## src/smr_pkg.sv

```systemverilog
// Shared types and constants for the sound event register mapper.
// Used by smr_map and sound_event_register_mapper_core; no dependencies.
`default_nettype none
package smr_pkg;

    localparam int TRACK_COUNT_DEF = 17;

    typedef enum logic [2:0] {
        CMD_VOLUME   = 3'd0,
        CMD_RATE_VOL = 3'd1,
        CMD_REG_WR   = 3'd2,
        CMD_PERIOD   = 3'd3,
        CMD_NOISE    = 3'd4,
        CMD_MIXER    = 3'd5,
        CMD_PATCH    = 3'd6,
        CMD_UNSUP    = 3'd7
    } cmd_t;

    localparam logic [2:0] ST_OK          = 3'd0;
    localparam logic [2:0] ST_BAD_TRACK   = 3'd1;
    localparam logic [2:0] ST_BAD_REG     = 3'd2;
    localparam logic [2:0] ST_NO_PATCH    = 3'd3;
    localparam logic [2:0] ST_UNSUPPORTED = 3'd4;

    localparam logic [2:0] WR_VOLUME = 3'd0;
    localparam logic [2:0] WR_ENV    = 3'd1;
    localparam logic [2:0] WR_FREQ   = 3'd2;
    localparam logic [2:0] WR_PATCH  = 3'd3;
    localparam logic [2:0] WR_RHYTHM = 3'd4;

    localparam logic [1:0] CHIP_TONE = 2'd0;
    localparam logic [1:0] CHIP_WAVE = 2'd1;
    localparam logic [1:0] CHIP_FM   = 2'd2;

    localparam logic [7:0]  MIXER_RESET  = 8'hB8;
    localparam logic [7:0]  FM_VOL_RESET = 8'h0F;
    localparam logic [7:0]  FM_SNAP_LO   = 8'hAC;
    localparam logic [7:0]  FM_SNAP_HI   = 8'h59;
    localparam logic [15:0] FM_STEP_UP   = 16'h0153;
    localparam logic [15:0] FM_STEP_DN   = 16'hFEAD;
    localparam logic [7:0]  FM_RHYTHM    = 8'h0E;
    localparam logic [7:0]  FM_LO_BASE   = 8'h10;
    localparam logic [7:0]  FM_HI_BASE   = 8'h20;
    localparam logic [7:0]  FM_VOL_BASE  = 8'h30;
    localparam logic [7:0]  FM_LAST_REG  = 8'h38;

    typedef struct packed {
        logic [2:0]         cmd;
        logic [4:0]         track;
        logic signed [15:0] arg_a;
        logic signed [15:0] arg_b;
        logic [31:0]        tick_time;
        logic               tick_start;
    } in_t;

    typedef struct packed {
        logic        write_valid;
        logic [1:0]  chip;
        logic [1:0]  bus_port;
        logic [7:0]  reg_address;
        logic [7:0]  reg_value;
        logic [2:0]  write_reason;
        logic [15:0] sequence_number;
        logic [31:0] stamp;
        logic [4:0]  source_track;
        logic [2:0]  status;
        logic        last;
    } out_t;

    // mirror contents seen by the current event
    typedef struct packed {
        logic [15:0] tone_per;
        logic [7:0]  mixer;
        logic [15:0] wave_per;
        logic [7:0]  fm_vol;
        logic [7:0]  fm_hi;
        logic [15:0] fm_pitch;
        logic [15:0] count;
    } view_t;

    // mirror updates committed when the event retires
    typedef struct packed {
        logic        tp_lo_we;
        logic        tp_hi_we;
        logic [1:0]  tp_idx;
        logic [15:0] tp_val;
        logic        mixer_we;
        logic [7:0]  mixer_val;
        logic        wave_we;
        logic [15:0] wave_val;
        logic        fm_vol_we;
        logic [3:0]  fm_vol_idx;
        logic [7:0]  fm_vol_val;
        logic        fm_hi_we;
        logic [3:0]  fm_hi_idx;
        logic [7:0]  fm_hi_val;
        logic        fm_pitch_we;
        logic [15:0] fm_pitch_val;
        logic [15:0] count_val;
    } upd_t;

endpackage
`default_nettype wire

```

## src/sound_event_register_mapper_core.sv

```systemverilog
// Top level of the sound event register mapper: event register, mirror state
// and result register. Depends on smr_pkg and smr_map.
//
// Usage: one music event enters per s_valid/s_ready beat on s_data; every
// event yields one or two result beats on m_data, the final one with last set.
// Events that make no register write give a single status beat.
// The event is held in the event register; its first result is registered in
// the output register. The result register is shared by both beats of an event,
// so an event with two writes occupies it for its first beat, then its second.
// A new event is taken in the cycle its last beat moves into the output
// register, so events stream back to back when the receiver keeps up.
// Mirrors and the write count update when the event retires.
// Reset (aresetn low, synchronous) empties both registers and restores the
// mirror reset values: mixer 0xB8, FM volume/instrument bytes 0x0F, rest zero.
// When the receiver stalls, the result beat holds and the held event does not advance.
`default_nettype none
module sound_event_register_mapper_core #(
    parameter int TRACK_COUNT = smr_pkg::TRACK_COUNT_DEF
) (
    input  wire logic          aclk,
    input  wire logic          aresetn,
    input  wire logic          s_valid,
    output logic               s_ready,
    input  wire smr_pkg::in_t  s_data,
    output logic               m_valid,
    input  wire logic          m_ready,
    output smr_pkg::out_t      m_data
);

    localparam int FM_COUNT = TRACK_COUNT - 8;
    localparam int FM_IW    = (FM_COUNT > 1) ? $clog2(FM_COUNT) : 1;

    smr_pkg::in_t   ev_reg;
    logic           ev_valid_reg;
    logic           phase_reg;
    smr_pkg::out_t  out_reg;
    logic           m_valid_reg;

    logic [15:0] tone_per_reg [3];
    logic [7:0]  mixer_reg;
    logic [15:0] wave_per_reg [5];
    logic [7:0]  fm_vol_reg   [FM_COUNT];
    logic [7:0]  fm_hi_reg    [FM_COUNT];
    logic [15:0] fm_pitch_reg [FM_COUNT];
    logic [15:0] count_reg;

    smr_pkg::view_t view;
    smr_pkg::out_t  res0, res1;
    smr_pkg::upd_t  upd;
    logic           two, out_free, done;
    logic [1:0]     tch;
    logic [2:0]     wch;
    logic [3:0]     fch;
    logic           fch_ok;

    always_comb begin
        tch    = ev_reg.track[1:0];
        wch    = 3'(ev_reg.track - 5'd3);
        fch    = 4'(ev_reg.track - 5'd8);
        fch_ok = 32'(fch) < 32'(FM_COUNT);
        view.tone_per = (tch < 2'd3) ? tone_per_reg[tch] : 16'd0;
        view.mixer    = mixer_reg;
        view.wave_per = (wch < 3'd5) ? wave_per_reg[wch] : 16'd0;
        view.fm_vol   = fch_ok ? fm_vol_reg[fch[FM_IW-1:0]]   : 8'd0;
        view.fm_hi    = fch_ok ? fm_hi_reg[fch[FM_IW-1:0]]    : 8'd0;
        view.fm_pitch = fch_ok ? fm_pitch_reg[fch[FM_IW-1:0]] : 16'd0;
        view.count    = count_reg;
    end

    smr_map #(.TRACK_COUNT(TRACK_COUNT)) u_map (
        .ev   (ev_reg),
        .view (view),
        .res0 (res0),
        .res1 (res1),
        .two  (two),
        .upd  (upd)
    );

    assign out_free = !m_valid_reg || m_ready;
    assign done     = ev_valid_reg && out_free && (!two || phase_reg);
    assign s_ready  = !ev_valid_reg || done;
    assign m_valid  = m_valid_reg;
    assign m_data   = out_reg;

    always_ff @(posedge aclk) begin
        if (!aresetn) begin
            ev_valid_reg <= 1'b0;
            phase_reg    <= 1'b0;
            m_valid_reg  <= 1'b0;
        end else begin
            if (s_ready) begin
                ev_valid_reg <= s_valid;
            end
            if (ev_valid_reg && out_free) begin
                m_valid_reg <= 1'b1;
                phase_reg   <= !done;
            end else if (m_ready) begin
                m_valid_reg <= 1'b0;
            end
        end
    end

    always_ff @(posedge aclk) begin
        if (s_ready && s_valid) begin
            ev_reg <= s_data;
        end
        if (ev_valid_reg && out_free) begin
            out_reg <= phase_reg ? res1 : res0;
        end
    end

    // commit the mirror updates as the event retires
    always_ff @(posedge aclk) begin
        if (!aresetn) begin
            for (int i = 0; i < 3; i++) tone_per_reg[i] <= 16'd0;
            for (int i = 0; i < 5; i++) wave_per_reg[i] <= 16'd0;
            for (int i = 0; i < FM_COUNT; i++) begin
                fm_vol_reg[i]   <= smr_pkg::FM_VOL_RESET;
                fm_hi_reg[i]    <= 8'd0;
                fm_pitch_reg[i] <= 16'd0;
            end
            mixer_reg <= smr_pkg::MIXER_RESET;
            count_reg <= 16'd0;
        end else if (done) begin
            count_reg <= upd.count_val;
            if (upd.tp_idx < 2'd3) begin
                if (upd.tp_lo_we) tone_per_reg[upd.tp_idx][7:0]  <= upd.tp_val[7:0];
                if (upd.tp_hi_we) tone_per_reg[upd.tp_idx][15:8] <= upd.tp_val[15:8];
            end
            if (upd.mixer_we) mixer_reg <= upd.mixer_val;
            if (upd.wave_we && wch < 3'd5) wave_per_reg[wch] <= upd.wave_val;
            if (upd.fm_vol_we && 32'(upd.fm_vol_idx) < 32'(FM_COUNT)) begin
                fm_vol_reg[upd.fm_vol_idx[FM_IW-1:0]] <= upd.fm_vol_val;
            end
            if (upd.fm_hi_we && 32'(upd.fm_hi_idx) < 32'(FM_COUNT)) begin
                fm_hi_reg[upd.fm_hi_idx[FM_IW-1:0]] <= upd.fm_hi_val;
            end
            if (upd.fm_pitch_we && fch_ok) begin
                fm_pitch_reg[fch[FM_IW-1:0]] <= upd.fm_pitch_val;
            end
        end
    end

    a_phase_has_event: assert property (@(posedge aclk) disable iff (!aresetn)
        phase_reg |-> ev_valid_reg)
        else $error("second beat pending without a held event");

    a_status_is_last: assert property (@(posedge aclk) disable iff (!aresetn)
        (m_valid_reg && out_reg.status != smr_pkg::ST_OK) |->
            (!out_reg.write_valid && out_reg.last))
        else $error("status beat is not a lone final beat");

    a_second_beat_last: assert property (@(posedge aclk) disable iff (!aresetn)
        (ev_valid_reg && out_free && phase_reg) |=> (m_valid_reg && out_reg.last))
        else $error("second write beat not marked last");

endmodule
`default_nettype wire

```

## src/smr_map.sv

```systemverilog
// Event decode: turns one held event and the mirror view into up to two
// result beats and the mirror updates. Depends on smr_pkg.
`default_nettype none
module smr_map #(
    parameter int TRACK_COUNT = smr_pkg::TRACK_COUNT_DEF
) (
    input  wire smr_pkg::in_t   ev,
    input  wire smr_pkg::view_t view,
    output smr_pkg::out_t       res0,
    output smr_pkg::out_t       res1,
    output logic                two,
    output smr_pkg::upd_t       upd
);

    logic signed [15:0] a, b, vsrc;
    logic [3:0]  vol;
    logic [15:0] cbase, p, pf;
    logic [1:0]  nw;
    logic [2:0]  status;
    logic [1:0]  chip, port0, port1;
    logic [7:0]  ad0, ad1, va0, va1;
    logic [2:0]  rs0, rs1;
    logic [1:0]  tch;
    logic [2:0]  wch;
    logic [3:0]  fch;
    logic        a_tone_ok, a_fm_ok, b_ok, a_patch_ok;
    logic [7:0]  mix, tm, nm;

    always_comb begin
        a     = ev.arg_a;
        b     = ev.arg_b;
        cbase = ev.tick_start ? 16'd0 : view.count;
        vsrc  = (ev.cmd == smr_pkg::CMD_RATE_VOL) ? b : a;
        vol   = vsrc[15] ? 4'd0 : ((vsrc[14:4] != 11'd0) ? 4'd15 : vsrc[3:0]);
        tch   = ev.track[1:0];
        wch   = 3'(ev.track - 5'd3);
        fch   = 4'(ev.track - 5'd8);
        a_tone_ok  = !a[15] && (a[14:4] == 11'd0);
        a_fm_ok    = !a[15] && (a[14:0] <= 15'd56);
        a_patch_ok = !a[15] && (a[14:0] <= 15'd14);
        b_ok       = !b[15] && (b[14:8] == 7'd0);
        tm = 8'd1 << tch;
        nm = 8'd1 << (3'(tch) + 3'd3);
        mix = view.mixer;
        mix = a[0] ? (mix & ~tm) : (mix | tm);
        mix = a[1] ? (mix & ~nm) : (mix | nm);
        p  = 16'd0;
        pf = 16'd0;

        nw = 2'd0; status = smr_pkg::ST_OK;
        chip = smr_pkg::CHIP_TONE; port0 = 2'd0; port1 = 2'd0;
        ad0 = 8'd0; ad1 = 8'd0; va0 = 8'd0; va1 = 8'd0;
        rs0 = smr_pkg::WR_VOLUME; rs1 = smr_pkg::WR_FREQ;
        upd = '0;
        upd.tp_idx = tch;

        if (32'(ev.track) >= 32'(TRACK_COUNT)) begin
            status = smr_pkg::ST_BAD_TRACK;
        end else if (ev.track < 5'd3) begin
            chip = smr_pkg::CHIP_TONE;
            unique case (ev.cmd) inside
                smr_pkg::CMD_VOLUME, smr_pkg::CMD_RATE_VOL: begin
                    nw = 2'd1; ad0 = 8'd8 + 8'(tch); va0 = 8'(vol);
                    rs0 = smr_pkg::WR_VOLUME;
                end
                smr_pkg::CMD_REG_WR: begin
                    if (!a_tone_ok || !b_ok) begin
                        status = smr_pkg::ST_BAD_REG;
                    end else begin
                        nw = 2'd1; ad0 = a[7:0]; va0 = b[7:0]; rs0 = smr_pkg::WR_ENV;
                        upd.tp_idx = a[2:1];
                        upd.tp_val = {b[7:0], b[7:0]};
                        if (a[3:0] < 4'd6) begin
                            upd.tp_lo_we = !a[0];
                            upd.tp_hi_we = a[0];
                        end
                        upd.mixer_we  = (a[3:0] == 4'd7);
                        upd.mixer_val = b[7:0];
                    end
                end
                smr_pkg::CMD_PERIOD: begin
                    p  = view.tone_per - 16'(a);
                    nw = 2'd2;
                    ad0 = {5'd0, tch, 1'b0}; va0 = p[7:0];  rs0 = smr_pkg::WR_FREQ;
                    ad1 = {5'd0, tch, 1'b1}; va1 = p[15:8];
                    upd.tp_lo_we = 1'b1; upd.tp_hi_we = 1'b1; upd.tp_val = p;
                end
                smr_pkg::CMD_NOISE: begin
                    nw = 2'd1; ad0 = 8'd6; va0 = {3'd0, a[4:0]}; rs0 = smr_pkg::WR_PATCH;
                end
                smr_pkg::CMD_MIXER: begin
                    nw = 2'd1; ad0 = 8'd7; va0 = mix; rs0 = smr_pkg::WR_PATCH;
                    upd.mixer_we = 1'b1; upd.mixer_val = mix;
                end
                smr_pkg::CMD_PATCH: status = smr_pkg::ST_OK;
                default: status = smr_pkg::ST_UNSUPPORTED;
            endcase
        end else if (ev.track < 5'd8) begin
            chip = smr_pkg::CHIP_WAVE;
            unique case (ev.cmd) inside
                smr_pkg::CMD_VOLUME, smr_pkg::CMD_RATE_VOL: begin
                    nw = 2'd1; port0 = 2'd2; ad0 = 8'(wch); va0 = 8'(vol);
                    rs0 = smr_pkg::WR_VOLUME;
                end
                smr_pkg::CMD_PATCH: status = smr_pkg::ST_NO_PATCH;
                smr_pkg::CMD_PERIOD: begin
                    p  = view.wave_per - 16'(a);
                    nw = 2'd2; port0 = 2'd1; port1 = 2'd1;
                    ad0 = {4'd0, wch, 1'b0}; va0 = p[7:0]; rs0 = smr_pkg::WR_FREQ;
                    ad1 = {4'd0, wch, 1'b1}; va1 = p[15:8];
                    upd.wave_we = 1'b1; upd.wave_val = p;
                end
                smr_pkg::CMD_UNSUP: status = smr_pkg::ST_UNSUPPORTED;
                default: status = smr_pkg::ST_OK;
            endcase
        end else begin
            chip = smr_pkg::CHIP_FM;
            unique case (ev.cmd) inside
                smr_pkg::CMD_VOLUME, smr_pkg::CMD_RATE_VOL: begin
                    nw = 2'd1; ad0 = smr_pkg::FM_VOL_BASE + 8'(fch);
                    va0 = (view.fm_vol & 8'hF0) | {4'd0, vol ^ 4'hF};
                    rs0 = smr_pkg::WR_VOLUME;
                    upd.fm_vol_we = 1'b1; upd.fm_vol_idx = fch; upd.fm_vol_val = va0;
                end
                smr_pkg::CMD_PATCH: begin
                    if (!a_patch_ok) begin
                        status = smr_pkg::ST_NO_PATCH;
                    end else begin
                        nw = 2'd1; ad0 = smr_pkg::FM_VOL_BASE + 8'(fch);
                        va0 = {a[3:0] + 4'd1, view.fm_vol[3:0]};
                        rs0 = smr_pkg::WR_PATCH;
                        upd.fm_vol_we = 1'b1; upd.fm_vol_idx = fch; upd.fm_vol_val = va0;
                    end
                end
                smr_pkg::CMD_REG_WR: begin
                    if (!a_fm_ok || !b_ok) begin
                        status = smr_pkg::ST_BAD_REG;
                    end else begin
                        nw = 2'd1; ad0 = a[7:0]; va0 = b[7:0];
                        rs0 = (a[7:0] == smr_pkg::FM_RHYTHM) ? smr_pkg::WR_RHYTHM
                                                              : smr_pkg::WR_ENV;
                        upd.fm_hi_we  = (a[7:0] >= smr_pkg::FM_HI_BASE) &&
                                        (a[7:0] <  smr_pkg::FM_HI_BASE + 8'd9);
                        upd.fm_hi_idx = 4'(a[7:0] - smr_pkg::FM_HI_BASE);
                        upd.fm_hi_val = b[7:0];
                        upd.fm_vol_we  = (a[7:0] >= smr_pkg::FM_VOL_BASE);
                        upd.fm_vol_idx = 4'(a[7:0] - smr_pkg::FM_VOL_BASE);
                        upd.fm_vol_val = b[7:0];
                    end
                end
                smr_pkg::CMD_PERIOD: begin
                    p = view.fm_pitch + 16'(a);
                    // snap the pitch back into the octave window
                    if (p[8]) begin
                        pf = (p[7:0] >= smr_pkg::FM_SNAP_HI) ? p + smr_pkg::FM_STEP_UP : p;
                    end else begin
                        pf = (p[7:0] < smr_pkg::FM_SNAP_LO) ? p + smr_pkg::FM_STEP_DN : p;
                    end
                    nw = 2'd2;
                    ad0 = smr_pkg::FM_HI_BASE + 8'(fch);
                    va0 = (view.fm_hi & 8'h30) | pf[15:8];
                    rs0 = smr_pkg::WR_FREQ;
                    ad1 = smr_pkg::FM_LO_BASE + 8'(fch); va1 = pf[7:0];
                    upd.fm_pitch_we = 1'b1; upd.fm_pitch_val = pf;
                    upd.fm_hi_we = 1'b1; upd.fm_hi_idx = fch; upd.fm_hi_val = va0;
                end
                smr_pkg::CMD_UNSUP: status = smr_pkg::ST_UNSUPPORTED;
                default: status = smr_pkg::ST_OK;
            endcase
        end

        upd.count_val = cbase + 16'(nw);
        two = (nw == 2'd2);

        res0 = '0;
        res0.stamp        = ev.tick_time;
        res0.source_track = ev.track;
        res0.last         = 1'b1;
        res1 = res0;
        if (nw == 2'd0) begin
            res0.status = status;
        end else begin
            res0.write_valid     = 1'b1;
            res0.chip            = chip;
            res0.bus_port        = port0;
            res0.reg_address     = ad0;
            res0.reg_value       = va0;
            res0.write_reason    = rs0;
            res0.sequence_number = cbase;
            res0.last            = (nw == 2'd1);
        end
        res1.write_valid     = 1'b1;
        res1.chip            = chip;
        res1.bus_port        = port1;
        res1.reg_address     = ad1;
        res1.reg_value       = va1;
        res1.write_reason    = rs1;
        res1.sequence_number = cbase + 16'd1;
    end

endmodule
`default_nettype wire
```

## config.mk

```make
export PLATFORM = sky130hd
export DESIGN_NAME = sound_event_register_mapper_core
export DESIGN_NICKNAME = d
export VERILOG_FILES = /design/src/smr_pkg.sv /design/src/sound_event_register_mapper_core.sv /design/src/smr_map.sv
export SDC_FILE = /design/constraint.sdc
export NUM_CORES = 1
export LEC_CHECK = 0
export BUFFER_PORTS_ARGS = -buffer_cell sky130_fd_sc_hd__buf_4
export CELL_PAD_IN_SITES_DETAIL_PLACEMENT = 1
export CELL_PAD_IN_SITES_GLOBAL_PLACEMENT = 1
export CORE_ASPECT_RATIO = 0.75
export CORE_MARGIN = 2
export CORE_UTILIZATION = 50
export CTS_CLUSTER_SIZE = 30
export DETAILED_ROUTE_END_ITERATION = 8
export PLACE_DENSITY_LB_ADDON = 0.1
export SLEW_MARGIN = 20
export SYNTH_ARGS = -nofsm -noshare
export SYNTH_HDL_FRONTEND = slang
export SYNTH_SLANG_ARGS = --single-unit
```

## constraint.sdc

```tcl
create_clock -name aclk -period 8.7 [get_ports aclk]
set_clock_uncertainty 0.15 [all_clocks]
set_input_delay 0 -clock aclk [delete_from_list [all_inputs] [get_ports aclk]]
set_output_delay 0 -clock aclk [all_outputs]
set_load 0.01 [all_outputs]
```

## Yosys cells after proc, flatten, opt, wreduce, memory -nomap -nowiden

Memory sizes are Yosys's and may differ from the RTL's. A register that Yosys moved wholly into a read port is not among the register bits.
Cells that the tools add are included.

| storage, ports and cells | value |
|---|---|
| word-level logic and storage cells | 286 |
| output and inout port bits | 83 |
| RAM bits | 416 |
| input port bits | 77 |
| bits in registers | 181 |
| memories kept | 5 |

Memories:

| name | depth | width | rd ports | clocked after memory_dff | write ports | RTL line | source |
|---|---|---|---|---|---|---|---|
| fm_pitch_reg | 9 | 16 | 1 | 0 | 9 | sound_event_register_mapper_core.sv:44 | `logic [15:0] fm_pitch_reg [FM_COUNT];` |
| wave_per_reg | 5 | 16 | 1 | 0 | 5 | sound_event_register_mapper_core.sv:41 | `logic [15:0] wave_per_reg [5];` |
| fm_hi_reg | 9 | 8 | 1 | 0 | 9 | sound_event_register_mapper_core.sv:43 | `logic [7:0] fm_hi_reg [FM_COUNT];` |
| fm_vol_reg | 9 | 8 | 1 | 0 | 9 | sound_event_register_mapper_core.sv:42 | `logic [7:0] fm_vol_reg [FM_COUNT];` |
| tone_per_reg | 3 | 16 | 1 | 1 | 3 | sound_event_register_mapper_core.sv:39 | `logic [15:0] tone_per_reg [3];` |

| cells by class | value |
|---|---|
| reduce and logical (&&, ||, !) cells | 47 |
| equality and inequality tests | 11 |
| add/sub/neg operators | 17 |
| shift operators | 2 |
| muxes and demuxes | 153 |
| order comparisons | 17 |
| bitwise logic cells | 10 |

Operators with widths:

| cell | count |
|---|---|
| two-way mux 16 bit | 15 |
| two-way mux 8 bit | 27 |
| two-way mux 89 bit | 1 |
| two-way mux 80 bit | 1 |
| case mux 8 bit (5 select lines) | 2 |
| case mux 8 bit (4 select lines) | 2 |
| two-way mux 60 bit | 1 |
| two-way mux 29 bit | 2 |
| two-way mux 17 bit | 3 |
| OR reduction 16 bit | 3 |
| two-way mux 2 bit | 22 |
| two-way mux 43 bit | 1 |
| two-way mux 40 bit | 1 |
| two-way mux 1 bit | 39 |
| case mux 13 bit (3 select lines) | 1 |
| two-way mux 3 bit | 11 |
| case mux 16 bit (2 select lines) | 1 |
| subtractor 16 bit | 2 |
| two-way mux 26 bit | 1 |
| case mux 13 bit (2 select lines) | 1 |
| two-way mux 4 bit | 6 |
| case mux 3 bit (3 select lines) | 2 |
| case mux 9 bit (2 select lines) | 1 |
| adder 16 x 1 -> 16 bit, second input constant | 1 |
| 64 further kinds | 110 |

## Longest topological paths before layout

Gate-level depths: netlist (run 1).

| depth | value |
|---|---|
| word-level depth | 24 |
| mapped depth | 25 |
| gate-level depth less buffers | 17 |

## Cells and area by module

From an unflattened synthesis (run 1), not the netlist that was laid out.

| unflattened totals | value |
|---|---|
| cells, all modules | 3058 |
| area, all modules | 36844.1 sq um |

By module, submodules not included:

| module | instances | cells each | area each (sq um) |
|---|---|---|---|
| sound_event_register_mapper_core | 1 | 1921 | 29642.2 |
| smr_map | 1 | 1137 | 7201.9 |

## Least setup slack after synthesis (run 1)

Ideal clock, no wire load.

| path | value |
|---|---|
| kind | reg-to-reg |
| from | reg ev_reg[65] in the netlist's numbering |
| to | mem fm_pitch_reg[10][14] (data pin) |
| setup time | 273 ps |
| path slack | 2123 ps |
| cell stages (with the launch flop) | 20 |
| data required time | 8277 ps |
| data arrival time | 6154 ps |
| cell sequence | edfxtp_1 -> clkbuf_1 -> buf_2 -> clkbuf_1 -> clkbuf_1 -> buf_1 -> mux4_2 -> a21oi_1 -> o22ai_1 -> ha_1 -> fa_1 -> a211oi_1 -> o31ai_1 -> a31oi_1 -> xor2_1 -> o21ai_1 -> or4_1 -> and4_1 -> o21bai_2 -> inv_1 |

RTL lines:

| what | RTL line | source |
|---|---|---|
| start: declaration | sound_event_register_mapper_core.sv:33 | `smr_pkg::in_t ev_reg;` |
| start signal: assignment | sound_event_register_mapper_core.sv:105 | `ev_reg <= s_data;` |
| end: declaration | sound_event_register_mapper_core.sv:44 |  |

## Final worst setup path (run 1)

| path | value |
|---|---|
| from | reg ev_reg[68] in the netlist's numbering |
| to | reg out_reg (netlist bit m_data[62]) (data pin) |

| on the way | value |
|---|---|
| longest elaborated chain between the ends | 18 |
| elaborated cells on any way between the ends | 37 |
| classes of those cells | add/sub (4); order compare (6); mux (23); bitwise (1); reduce/logical (1); memory (2) |

Ends and longest elaborated chain:

| what | RTL line | source |
|---|---|---|
| subtractor 4 bit | sound_event_register_mapper_core.sv:59 | `fch = 4'(ev_reg.track - 5'd8);` |
| memory (9 x 16 bit) or less-than comparator 4 bit (tied branches) | - |  |
| two-way mux 16 bit | sound_event_register_mapper_core.sv:66 | `view.fm_pitch = fch_ok ? fm_pitch_reg[fch[FM_IW-1:0]] : 16'd0;` |
| adder 16 bit | smr_map.sv:152 | `p = view.fm_pitch + 16'(a);` |
| adder 16 bit (tied with other cells) | smr_map.sv:157 | `pf = (p[7:0] < smr_pkg::FM_SNAP_LO) ? p + smr_pkg::FM_STEP_DN : p;` |
| two-way mux 16 bit (on tied branches) | smr_map.sv:157, smr_map.sv:155 |  |
| two-way mux 16 bit | smr_map.sv:154 | `if (p[8]) begin` |
| two-way mux 16 bit | smr_map.sv:118 | `unique case (ev.cmd) inside` |
| (+2 left out) | - |  |
| two-way mux 16 bit | smr_map.sv:57 | `if (32'(ev.track) >= 32'(TRACK_COUNT)) begin` |
| OR 6 x 8 -> 8 bit | smr_map.sv:161 | `va0 = (view.fm_hi & 8'h30) \| pf[15:8];` |
| case mux 8 bit (4 select lines) | smr_map.sv:118 |  |
| two-way mux 8 bit | smr_map.sv:98 | `end else if (ev.track < 5'd8) begin` |
| two-way mux 8 bit | smr_map.sv:59 | `end else if (ev.track < 5'd3) begin` |
| two-way mux 8 bit | smr_map.sv:57 |  |
| two-way mux 40 bit | smr_map.sv:180 | `if (nw == 2'd0) begin` |
| two-way mux 80 bit (*) | sound_event_register_mapper_core.sv:108 | `out_reg <= phase_reg ? res1 : res0;` |
| end signal: assignment | sound_event_register_mapper_core.sv:108 |  |
| end: declaration | sound_event_register_mapper_core.sv:36 | `smr_pkg::out_t out_reg;` |

Mark *: on every way between the ends. The rest lies on a longest branch, timed or not. The select of a mux whose other input is x is not followed.
A chain may end at the register's enable or synchronous reset.

==> metrics.txt, run 1 <==
# TYPE chip_impl_metric gauge
chip_impl_metric{name="worst_setup_margin",unit="ns"} 1.57
chip_impl_metric{name="clock-sinks",unit=""} 639
chip_impl_metric{name="p_total",unit="mW"} 7.55
chip_impl_metric{name="timing.final.hold_violations",unit=""} 0
chip_impl_metric{name="largest_register_ffs",unit=""} 192
chip_impl_metric{name="worstPathArrival",unit="ns"} 7.40
chip_impl_metric{name="drt_wl_total",unit="um"} 119000
chip_impl_info{name="rsz_0062_raised_after_global_routing",value="no"} 1
chip_impl_metric{name="switching_power",unit="mW"} 2.13
chip_impl_metric{name="syn-mean-instance-area",unit="um2"} 11.7
chip_impl_metric{name="vias_in_the_first_global_route",unit=""} 25900
chip_impl_metric{name="insertion_delay",unit="ns"} 0.63
chip_impl_info{name="clock-root-buffer",value="sky130_fd_sc_hd__clkbuf_16"} 1
chip_impl_metric{name="cts.clk_slew.worst_paths",unit="ns"} 0.06
chip_impl_metric{name="grt_pass1_wl",unit="um"} 174000
chip_impl_metric{name="die_w",unit="um"} 294
chip_impl_metric{name="seqPwrFrac",unit="%"} 46.9
chip_impl_metric{name="number_of_antenna_violations_at_the_first_check_in_global_routing",unit=""} 5
chip_impl_info{name="hold_start",value="s_data[68]"} 1
chip_impl_info{name="synth_top_family_by_area",value="simple AND/OR/NAND/NOR gates"} 1
chip_impl_metric{name="area_of_the_core",unit="um2"} 62200
chip_impl_metric{name="synthDistinctLibCells",unit=""} 83
chip_impl_metric{name="worstPathMaxFanout",unit=""} 18
chip_impl_metric{name="num_vias",unit=""} 25100
chip_impl_info{name="tritoncts",value="built"} 1
chip_impl_metric{name="placement_rows",unit=""} 79
chip_impl_metric{name="worst-r2r-cell-count",unit=""} 16
chip_impl_info{name="holdCritPathClass",value="input pin to register"} 1
chip_impl_metric{name="worst_hold_slack",unit="ns"} 0.0337
chip_impl_metric{name="synth_enable_flop_cells",unit=""} 610
chip_impl_metric{name="timing.final.setup_violations",unit=""} 0
chip_impl_metric{name="static-leakage-power",unit="nW"} 13.4
chip_impl_metric{name="worstHoldPathCells",unit=""} 2
chip_impl_metric{name="drv_slew",unit=""} 0
chip_impl_metric{name="buffers_added_on_ports",unit=""} 159
chip_impl_metric{name="postCtsSetupBuffers",unit=""} 0
chip_impl_metric{name="io_pins",unit=""} 160
chip_impl_metric{name="global_route.usage.met3",unit="%"} 9.18
chip_impl_metric{name="flip_flop_and_latch_count_after_synthesis",unit=""} 639
chip_impl_info{name="worst_r2r_startpoint",value="ev_reg[68]"} 1
chip_impl_metric{name="max_slew.worst_pin.slew",unit="ns"} 1.23
chip_impl_metric{name="achievable-frequency",unit="GHz"} 0.140
chip_impl_metric{name="synth-adder-area-share",unit="%"} 2.71
chip_impl_metric{name="route.detailed.drc",unit=""} 0
chip_impl_info{name="worstSetupEndpointType",value="register"} 1
chip_impl_info{name="critical_path.startpoint_type",value="register"} 1
chip_impl_metric{name="synth_compound_area_share",unit="%"} 11.2
chip_impl_metric{name="syn2layout_area_growth",unit="%"} 18.6
chip_impl_metric{name="gpl.final_weighted_congestion",unit=""} 1.04
chip_impl_metric{name="reg2reg_slack",unit="ns"} 1.57
chip_impl_metric{name="grt_start_max_net_pins",unit=""} 85
chip_impl_metric{name="gr-total-overflow",unit=""} 0
chip_impl_info{name="postSynth.topFlopCell",value="sky130_fd_sc_hd__edfxtp_1"} 1
chip_impl_info{name="grt_busiest_layer",value="met2"} 1
chip_impl_metric{name="max-slew-margin-rel",unit="%"} 17.2
chip_impl_info{name="worst-setup-path-type",value="register to register"} 1
chip_impl_metric{name="p_per_area",unit="nW/um2"} 202
chip_impl_metric{name="routedWlPerCell",unit="um"} 30.6
chip_impl_metric{name="power.combinational.fraction",unit="%"} 15.8
chip_impl_metric{name="crit_required",unit="ns"} 8.97
chip_impl_metric{name="groute.usage.overall",unit="%"} 36.7
chip_impl_metric{name="die_h",unit="um"} 221
chip_impl_metric{name="fillCellCount",unit=""} 6300
chip_impl_metric{name="drive_gt1_share",unit="%"} 14.2
chip_impl_info{name="hold_critical_path_endpoint",value="ev_reg[68]"} 1
chip_impl_metric{name="netlist_instances",unit=""} 2695
chip_impl_metric{name="number_of_maximum_capacitance_constraint_violations",unit=""} 0
chip_impl_metric{name="layout_min_cycle_time",unit="ns"} 7.13
chip_impl_info{name="rr_endpoint",value="m_data[62]"} 1
chip_impl_metric{name="sw_frac_of_total",unit="%"} 28.2
chip_impl_metric{name="yosys_warnings",unit=""} 0
chip_impl_metric{name="post_synth_instance_area",unit="um2"} 31500
chip_impl_metric{name="internal-power",unit="mW"} 5.42
chip_impl_metric{name="max-vdd-ir-drop",unit="V"} 0.000255
chip_impl_metric{name="dp_hpwl",unit="um"} 79000
chip_impl_metric{name="synth_sequential_area_ratio",unit="%"} 59.9
chip_impl_metric{name="vias_per_cell",unit=""} 6.45
chip_impl_metric{name="drt-initial-drc-count",unit=""} 3163
chip_impl_metric{name="tcrit_tclk_final",unit="%"} 81.9
chip_impl_metric{name="post_synth_mux_area_share",unit="%"} 7.00
chip_impl_metric{name="start_util",unit="%"} 50.7
chip_impl_metric{name="synth_xor_xnor_area_share",unit="%"} 1.28
chip_impl_metric{name="finalNetCount",unit=""} 3174
chip_impl_metric{name="synth_simple_gate_area_share",unit="%"} 14.9
chip_impl_info{name="outcome",value="finished, final reports clean"} 1
chip_impl_metric{name="clk_path_buf_depth",unit=""} 3
chip_impl_metric{name="async_reset_ff_share",unit="%"} 0
chip_impl_metric{name="die_ar",unit="um2"} 65100
chip_impl_metric{name="antenna_violating_nets_post_route",unit=""} 0
chip_impl_metric{name="cts.htree.levels",unit=""} 3
chip_impl_metric{name="global_route.usage.met2",unit="%"} 56.7
chip_impl_metric{name="power.clock.fraction",unit="%"} 37.3
chip_impl_metric{name="number_of_buffers_created_by_cts",unit=""} 66
chip_impl_metric{name="tns",unit="ns"} 0
chip_impl_metric{name="globalRouteMet1Util",unit="%"} 50.8
chip_impl_metric{name="dpl_worst_slack",unit="ns"} 1.76
chip_impl_metric{name="drt_pre_antenna_iters",unit=""} 6
==> logic make-up after synthesis <==
logic type	Yosys count
other	1
adders and majority gates	66
buffers and inverters	251
DFF	639
AOI/OAI and AO/OA	528
muxes	128
and+or+nand+nor	1036
xor gates and xnor gates	46
==> repair_timing <==
action                                 4_1_cts  5_1_grt
hold buffers                               147        0
endpoints found under the hold margin       88        0
resized for setup                            0        0
==> synth_stat cells (all sizes together) (29+ instances only) <==
master    n  area share (%)
nand2   290             3.5
mux2i    47             1.5
clkbuf  142             1.7
nor2b    32            0.63
edfxtp  610              58
o22ai    44            0.87
dfxtp    29             1.8
nand3    52            0.83
ha       62             2.5
o21ai   101             1.6
nor2    417             5.0
xnor2    34            0.94
inv      92             1.1
nor3     69             1.2
a21oi   108             1.7
a221oi   51             1.4
mux4     72             5.1
==> worst max-delay path, stage by stage, from the launching register on <==
cell,delay (ns)
sky130_fd_sc_hd__edfxtp_1,0.60
sky130_fd_sc_hd__and3b_1,0.86
sky130_fd_sc_hd__buf_4,0.37
sky130_fd_sc_hd__a221oi_1,0.11
sky130_fd_sc_hd__nor2_1,0.19
sky130_fd_sc_hd__a21oi_1,0.06
sky130_fd_sc_hd__o22ai_1,0.59
sky130_fd_sc_hd__ha_1,0.43
sky130_fd_sc_hd__o21a_1,0.17
sky130_fd_sc_hd__a2111oi_0,0.61
sky130_fd_sc_hd__or3_1,0.34
sky130_fd_sc_hd__a2bb2oi_1,0.18
sky130_fd_sc_hd__a2111oi_0,0.56
sky130_fd_sc_hd__nor3_1,0.11
sky130_fd_sc_hd__nand3b_1,0.78
sky130_fd_sc_hd__a31o_2,0.54
sky130_fd_sc_hd__o211ai_1,0.25
==> area by class of cell <==
type                            count  area, um2  share of cell area (%)
Multi-Input combinational cell   1868      12000                    32.0
Antenna cell                        3       7.51                  0.0201
Sequential cell                   639      18900                    50.5
Timing Repair Buffer              363       3110                    8.32
Clock buffer                       83       1730                    4.62
Tap cell                          810       1010                    2.71
Inverter                           93        352                   0.940
Clock inverter                     33        319                   0.853
==> layer usage <==
metal / vias to the layer above / part of all wire (%)
met5: - / 0.039
met2: 1347 / 45
met3: 258 / 10
met1: 12800 / 41
li1: 10700 / -
met4: 8 / 3.6
==> layout by cell type (no fill, tap or decap), drive strengths merged, types with 12 or more instances in the layout <==
cell         netlist  final
nand2b            26     26
a221oi            51     51
nor2             417    417
o22ai             44     44
mux2i             47     47
a22oi             20     20
xnor2             34     34
o31ai             25     25
buf               16    216
nor4              16     16
nand4             15     15
and2              26     26
a211oi            21     21
o211ai            22     22
edfxtp           610    610
nand2            290    290
or3               25     25
nor2b             32     32
conb               1     64
nand3             52     52
or2               20     20
dfxtp             29     29
ha                62     62
and3              13     13
a31oi             26     26
dlygate4sd3        0    147
a21o              26     26
o21ai            101    101
mux4              72     72
clkbuf           142     83
inv               92     95
nor3              69     69
clkinv             1     27
a21oi            108    108
xor2              12     12
==> power by group through the flow <==
| stage | sequential (mW) | clock [mW] | combinational (mW) |
|---|---|---|---|
| 6_report | 3.54 | 2.82 | 1.19 |
| 3_5_place_dp | 3.60 | 0 | 1.08 |
| 5_1_grt | 3.55 | 2.94 | 1.26 |
| 4_1_cts | 3.54 | 2.79 | 1.15 |
| 3_3_place_gp | 3.59 | 0 | 1.06 |
| 2_1_floorplan | 3.58 | 0 | 0.688 |
==> how the worst max path moves through the flow <==
stage | cells past startpoint | startpoint | slack, ns | to
final | 16 | ev_reg[68] | 1.57 | m_data[62]
after global placement | 16 | ev_reg[68] | 1.89 | fm_hi_reg[10][5]
after floorplan | 19 | ev_reg[65] | 2.12 | fm_pitch_reg[10][14]
after CTS | 16 | ev_reg[68] | 1.64 | fm_hi_reg[9][4]
after global routing | 16 | ev_reg[68] | 1.19 | m_data[62]
after detailed placement | 16 | ev_reg[68] | 1.76 | fm_hi_reg[9][4]
==> per-stage QoR <==
| step | cell area (um2) | std cells | utilization, % |
|---|---|---|---|
| 2_1_floorplan | 31800 | 2758 | - |
| 3_3_place_gp | 33800 | 3626 | 54.4 |
| 3_5_place_dp | 33800 | 3626 | 54.4 |
| 4_1_cts | 37400 | 3889 | 60.1 |
| 5_1_grt | 37400 | 3889 | 60.1 |
| 6_report | 37400 | 3892 | 60.1 |
(Power assumes the default switching activity.)
==> inputs of run 2 (changes only) <==
Settings changed: ABC_AREA set to 1, CORE_UTILIZATION 50 to 48.
Clock period 8.7 ns to 6.75 ns, I/O delays scaled along.
==> metrics.txt, run 2 <==
# TYPE chip_impl_metric gauge
chip_impl_metric{name="flip_flop_and_latch_count_after_synthesis",unit=""} 639
chip_impl_metric{name="postCtsSetupBuffers",unit=""} 0
chip_impl_metric{name="number_of_buffers_created_by_cts",unit=""} 66
chip_impl_metric{name="syn2layout_area_growth",unit="%"} 17.9
chip_impl_metric{name="clk_path_buf_depth",unit=""} 3
chip_impl_metric{name="dp_hpwl",unit="um"} 81000
chip_impl_info{name="yosys.area.top_type",value="sky130_fd_sc_hd__edfxtp_1"} 1
chip_impl_metric{name="gpl.final_weighted_congestion",unit=""} 0.959
chip_impl_info{name="outcome",value="finished, final reports clean"} 1
chip_impl_metric{name="worst_setup_margin",unit="ns"} 0.631
chip_impl_metric{name="grt_start_max_net_pins",unit=""} 114
chip_impl_metric{name="route.detailed.drc",unit=""} 0
chip_impl_metric{name="netlist_instances",unit=""} 3427
chip_impl_metric{name="num_vias",unit=""} 27900
chip_impl_metric{name="synth_simple_gate_area_share",unit="%"} 22.5
chip_impl_metric{name="post_synth_mux_area_share",unit="%"} 0
chip_impl_metric{name="drt_wl_total",unit="um"} 124000
chip_impl_metric{name="number_of_maximum_capacitance_constraint_violations",unit=""} 0
chip_impl_metric{name="drt-initial-drc-count",unit=""} 2917
chip_impl_metric{name="post_cts_resized",unit=""} 0
chip_impl_metric{name="max-vdd-ir-drop",unit="V"} 0.000257
chip_impl_info{name="synth_top_cells_by_area",value="sky130_fd_sc_hd__edfxtp_1 57%, sky130_fd_sc_hd__nor2_1 7.9%, sky130_fd_sc_hd__nand2_1 7.8%, sky130_fd_sc_hd__o21ai_0 3.8%, sky130_fd_sc_hd__nand3_1 3.7%"} 1
chip_impl_metric{name="drt_pre_antenna_iters",unit=""} 6
chip_impl_metric{name="static-leakage-power",unit="nW"} 14.6
chip_impl_metric{name="async_reset_ff_share",unit="%"} 0
chip_impl_metric{name="finalNetCount",unit=""} 3903
chip_impl_metric{name="drive_gt1_share",unit="%"} 10.2
chip_impl_metric{name="groute.usage.overall",unit="%"} 35.7
chip_impl_metric{name="synth-adder-area-share",unit="%"} 2.65
chip_impl_metric{name="synthDistinctLibCells",unit=""} 65
chip_impl_info{name="critPathLaunch",value="ev_reg[67]"} 1
chip_impl_info{name="layout.cells.most_common",value="sky130_fd_sc_hd__nor2_1"} 1
chip_impl_info{name="worstSetupEndpointType",value="register"} 1
chip_impl_metric{name="post_synth_instance_area",unit="um2"} 32300
chip_impl_metric{name="placement_rows",unit=""} 82
chip_impl_metric{name="yosys_warnings",unit=""} 0
chip_impl_metric{name="timing.final.setup_violations",unit=""} 0
chip_impl_info{name="hold_start",value="s_data[66]"} 1
chip_impl_info{name="worst-setup-path-type",value="register to register"} 1
chip_impl_metric{name="fillCellCount",unit=""} 7420
chip_impl_metric{name="buffers_added_on_ports",unit=""} 159
chip_impl_info{name="tritoncts",value="built"} 1
chip_impl_metric{name="crit_required",unit="ns"} 7.06
chip_impl_info{name="yosys.cell_count.top_type",value="sky130_fd_sc_hd__nor2_1"} 1
chip_impl_metric{name="synth_sequential_area_ratio",unit="%"} 58.6
chip_impl_info{name="critical_path.startpoint_type",value="register"} 1
chip_impl_info{name="layout.cells.most_common_list",value="679 x sky130_fd_sc_hd__nor2_1, 671 x sky130_fd_sc_hd__nand2_1, 610 x sky130_fd_sc_hd__edfxtp_1, 242 x sky130_fd_sc_hd__o21ai_0, 239 x sky130_fd_sc_hd__inv_1"} 1
chip_impl_metric{name="vias_per_cell",unit=""} 5.95
chip_impl_metric{name="area_taken_by_multi_input_logic_gates",unit="um2"} 11900
chip_impl_info{name="synth_top_family_by_area",value="simple AND/OR/NAND/NOR gates"} 1
chip_impl_metric{name="worstPathMaxFanout",unit=""} 50
chip_impl_info{name="holdCritPathClass",value="input pin to register"} 1
chip_impl_metric{name="p_per_area",unit="nW/um2"} 265
chip_impl_info{name="post_synth_most_frequent_cells",value="680 x sky130_fd_sc_hd__nor2_1, 671 x sky130_fd_sc_hd__nand2_1, 610 x sky130_fd_sc_hd__edfxtp_1"} 1
chip_impl_metric{name="finish.utilization",unit="%"} 57.1
chip_impl_metric{name="die_w",unit="um"} 303
chip_impl_metric{name="max_slew.worst_pin.slew",unit="ns"} 1.09
chip_impl_metric{name="dpl_worst_slack",unit="ns"} 0.805
chip_impl_metric{name="area_of_the_core",unit="um2"} 66700
chip_impl_metric{name="synth_xor_xnor_area_share",unit="%"} 0.841
chip_impl_metric{name="tns",unit="ns"} 0
chip_impl_metric{name="antenna_violating_nets_post_route",unit=""} 0
chip_impl_info{name="clock-root-buffer",value="sky130_fd_sc_hd__clkbuf_16"} 1
chip_impl_metric{name="gr-total-overflow",unit=""} 0
chip_impl_metric{name="cts.clk_slew.worst_paths",unit="ns"} 0.06
chip_impl_metric{name="grt_pass1_wl",unit="um"} 184000
chip_impl_metric{name="start_util",unit="%"} 48.4
chip_impl_metric{name="tcrit_tclk_final",unit="%"} 90.7
chip_impl_metric{name="layout_min_cycle_time",unit="ns"} 6.12
chip_impl_info{name="rsz_0062_raised_after_global_routing",value="no"} 1
chip_impl_metric{name="achievable-frequency",unit="GHz"} 0.163
chip_impl_metric{name="synth_compound_area_share",unit="%"} 10.2
chip_impl_metric{name="synth_enable_flop_cells",unit=""} 610
chip_impl_metric{name="largest_register_ffs",unit=""} 192
chip_impl_metric{name="max-slew-margin-rel",unit="%"} 26.9
chip_impl_metric{name="insertion_delay",unit="ns"} 0.66
chip_impl_metric{name="number_of_antenna_violations_at_the_first_check_in_global_routing",unit=""} 3
chip_impl_metric{name="vias_in_the_first_global_route",unit=""} 28700
chip_impl_info{name="worst_r2r_startpoint",value="ev_reg[67]"} 1
chip_impl_metric{name="routedWlPerCell",unit="um"} 26.5
chip_impl_metric{name="die_ar",unit="um2"} 69300
chip_impl_info{name="postSynth.topFlopCell",value="sky130_fd_sc_hd__edfxtp_1"} 1
chip_impl_metric{name="die_h",unit="um"} 229
chip_impl_metric{name="regArea",unit="um2"} 18900
chip_impl_metric{name="yosys_top_cell_area_share",unit="%"} 56.8
chip_impl_metric{name="clock-sinks",unit=""} 639
chip_impl_metric{name="syn-mean-instance-area",unit="um2"} 9.42
chip_impl_metric{name="drv_slew",unit=""} 0
chip_impl_metric{name="timing.final.hold_violations",unit=""} 0
chip_impl_metric{name="worstPathArrival",unit="ns"} 6.43
chip_impl_metric{name="cts.htree.levels",unit=""} 3
chip_impl_metric{name="io_pins",unit=""} 160
[run 2: what timing repair did]
item / in CTS / in global routing
endpoints found under the setup margin: 0 / 0
endpoints found under the hold margin: 131 / 0
hold buffers: 150 / 0
[run 2: final timing paths]
path | to | slack, ns | cells after the start
min reg2reg | m_data[37] | 0.27 | 0
max reg2reg | fm_pitch_reg[5][10] | 0.63 | 24
max | fm_pitch_reg[5][10] | 0.63 | 24
min | ev_reg[66] | 0.06 | 2
[run 2: where the power goes]
part	total, mW	switching, mW	internal [mW]
combinational	1.84	1.31	0.528
clock	3.63	1.65	1.98
sequential	4.61	0.0948	4.52
[run 2: layout make-up]
cell class,instances,share of cell area (%)
Antenna cell,1,0.00658
Clock buffer,85,4.75
Timing Repair Buffer,348,7.92
Sequential cell,639,49.7
Tap cell,882,2.90
Inverter,283,2.82
Multi-Input combinational cell,2422,31.4
Clock inverter,25,0.569
[run 2: kinds of logic after synthesis]
kind of cell	count (synthesis)
other	1
XOR/XNOR	31
buffers and inverters	429
adder cells (fa/ha/maj)	66
AO/OA/AOI/OAI	567
flip-flops	639
AND/OR/NAND/NOR	1694
[run 2: per-layer routing]
metal | routed length, um | vias up | global-route usage, % | part of all wire, %
li1 | - | 12400 | - | -
met1 | 54300 | 14100 | 51.5 | 44
met2 | 56400 | 1216 | 55.1 | 46
met3 | 9940 | 210 | 6.33 | 8.0
met4 | 3300 | 2 | 10.3 | 2.7
met5 | 7 | - | 0 | 0.0056
[run 2: critical path: stages (launching register included)]
cell and delay (ns):
sky130_fd_sc_hd__edfxtp_1 0.59, sky130_fd_sc_hd__nor2_4 0.34, sky130_fd_sc_hd__nand2_1 0.14, sky130_fd_sc_hd__inv_2 0.74
sky130_fd_sc_hd__a21oi_1 0.15, sky130_fd_sc_hd__a32o_1 0.26, sky130_fd_sc_hd__a31oi_1 0.24, sky130_fd_sc_hd__ha_1 0.36
sky130_fd_sc_hd__nand2_1 0.11, sky130_fd_sc_hd__nand2_1 0.08, sky130_fd_sc_hd__inv_1 0.07, sky130_fd_sc_hd__nand2_1 0.08
sky130_fd_sc_hd__nand2_1 0.06, sky130_fd_sc_hd__nand2_1 0.18, sky130_fd_sc_hd__nor2_1 0.25, sky130_fd_sc_hd__nand3_1 0.15
sky130_fd_sc_hd__nand2_1 0.11, sky130_fd_sc_hd__nand2_1 0.16, sky130_fd_sc_hd__nand2_1 0.29, sky130_fd_sc_hd__nand2_1 0.12
sky130_fd_sc_hd__o211ai_1 0.09, sky130_fd_sc_hd__nand3_1 0.19, sky130_fd_sc_hd__nor2_1 0.51, sky130_fd_sc_hd__inv_2 0.22
sky130_fd_sc_hd__nor2_1 0.19
[run 2: per-stage QoR]
step	cells	cell area, um2	total power, mW	hold WS [ns]
floorplan	3490	32500	5.71	-0.0511
global placement	4423	34500	6.33	0.0278
detailed placement	4423	34500	6.38	0.0293
CTS	4683	38000	9.98	0.0319
global route	4684	38100	10.4	0.0554
finish	4685	38100	10.1	0.0550
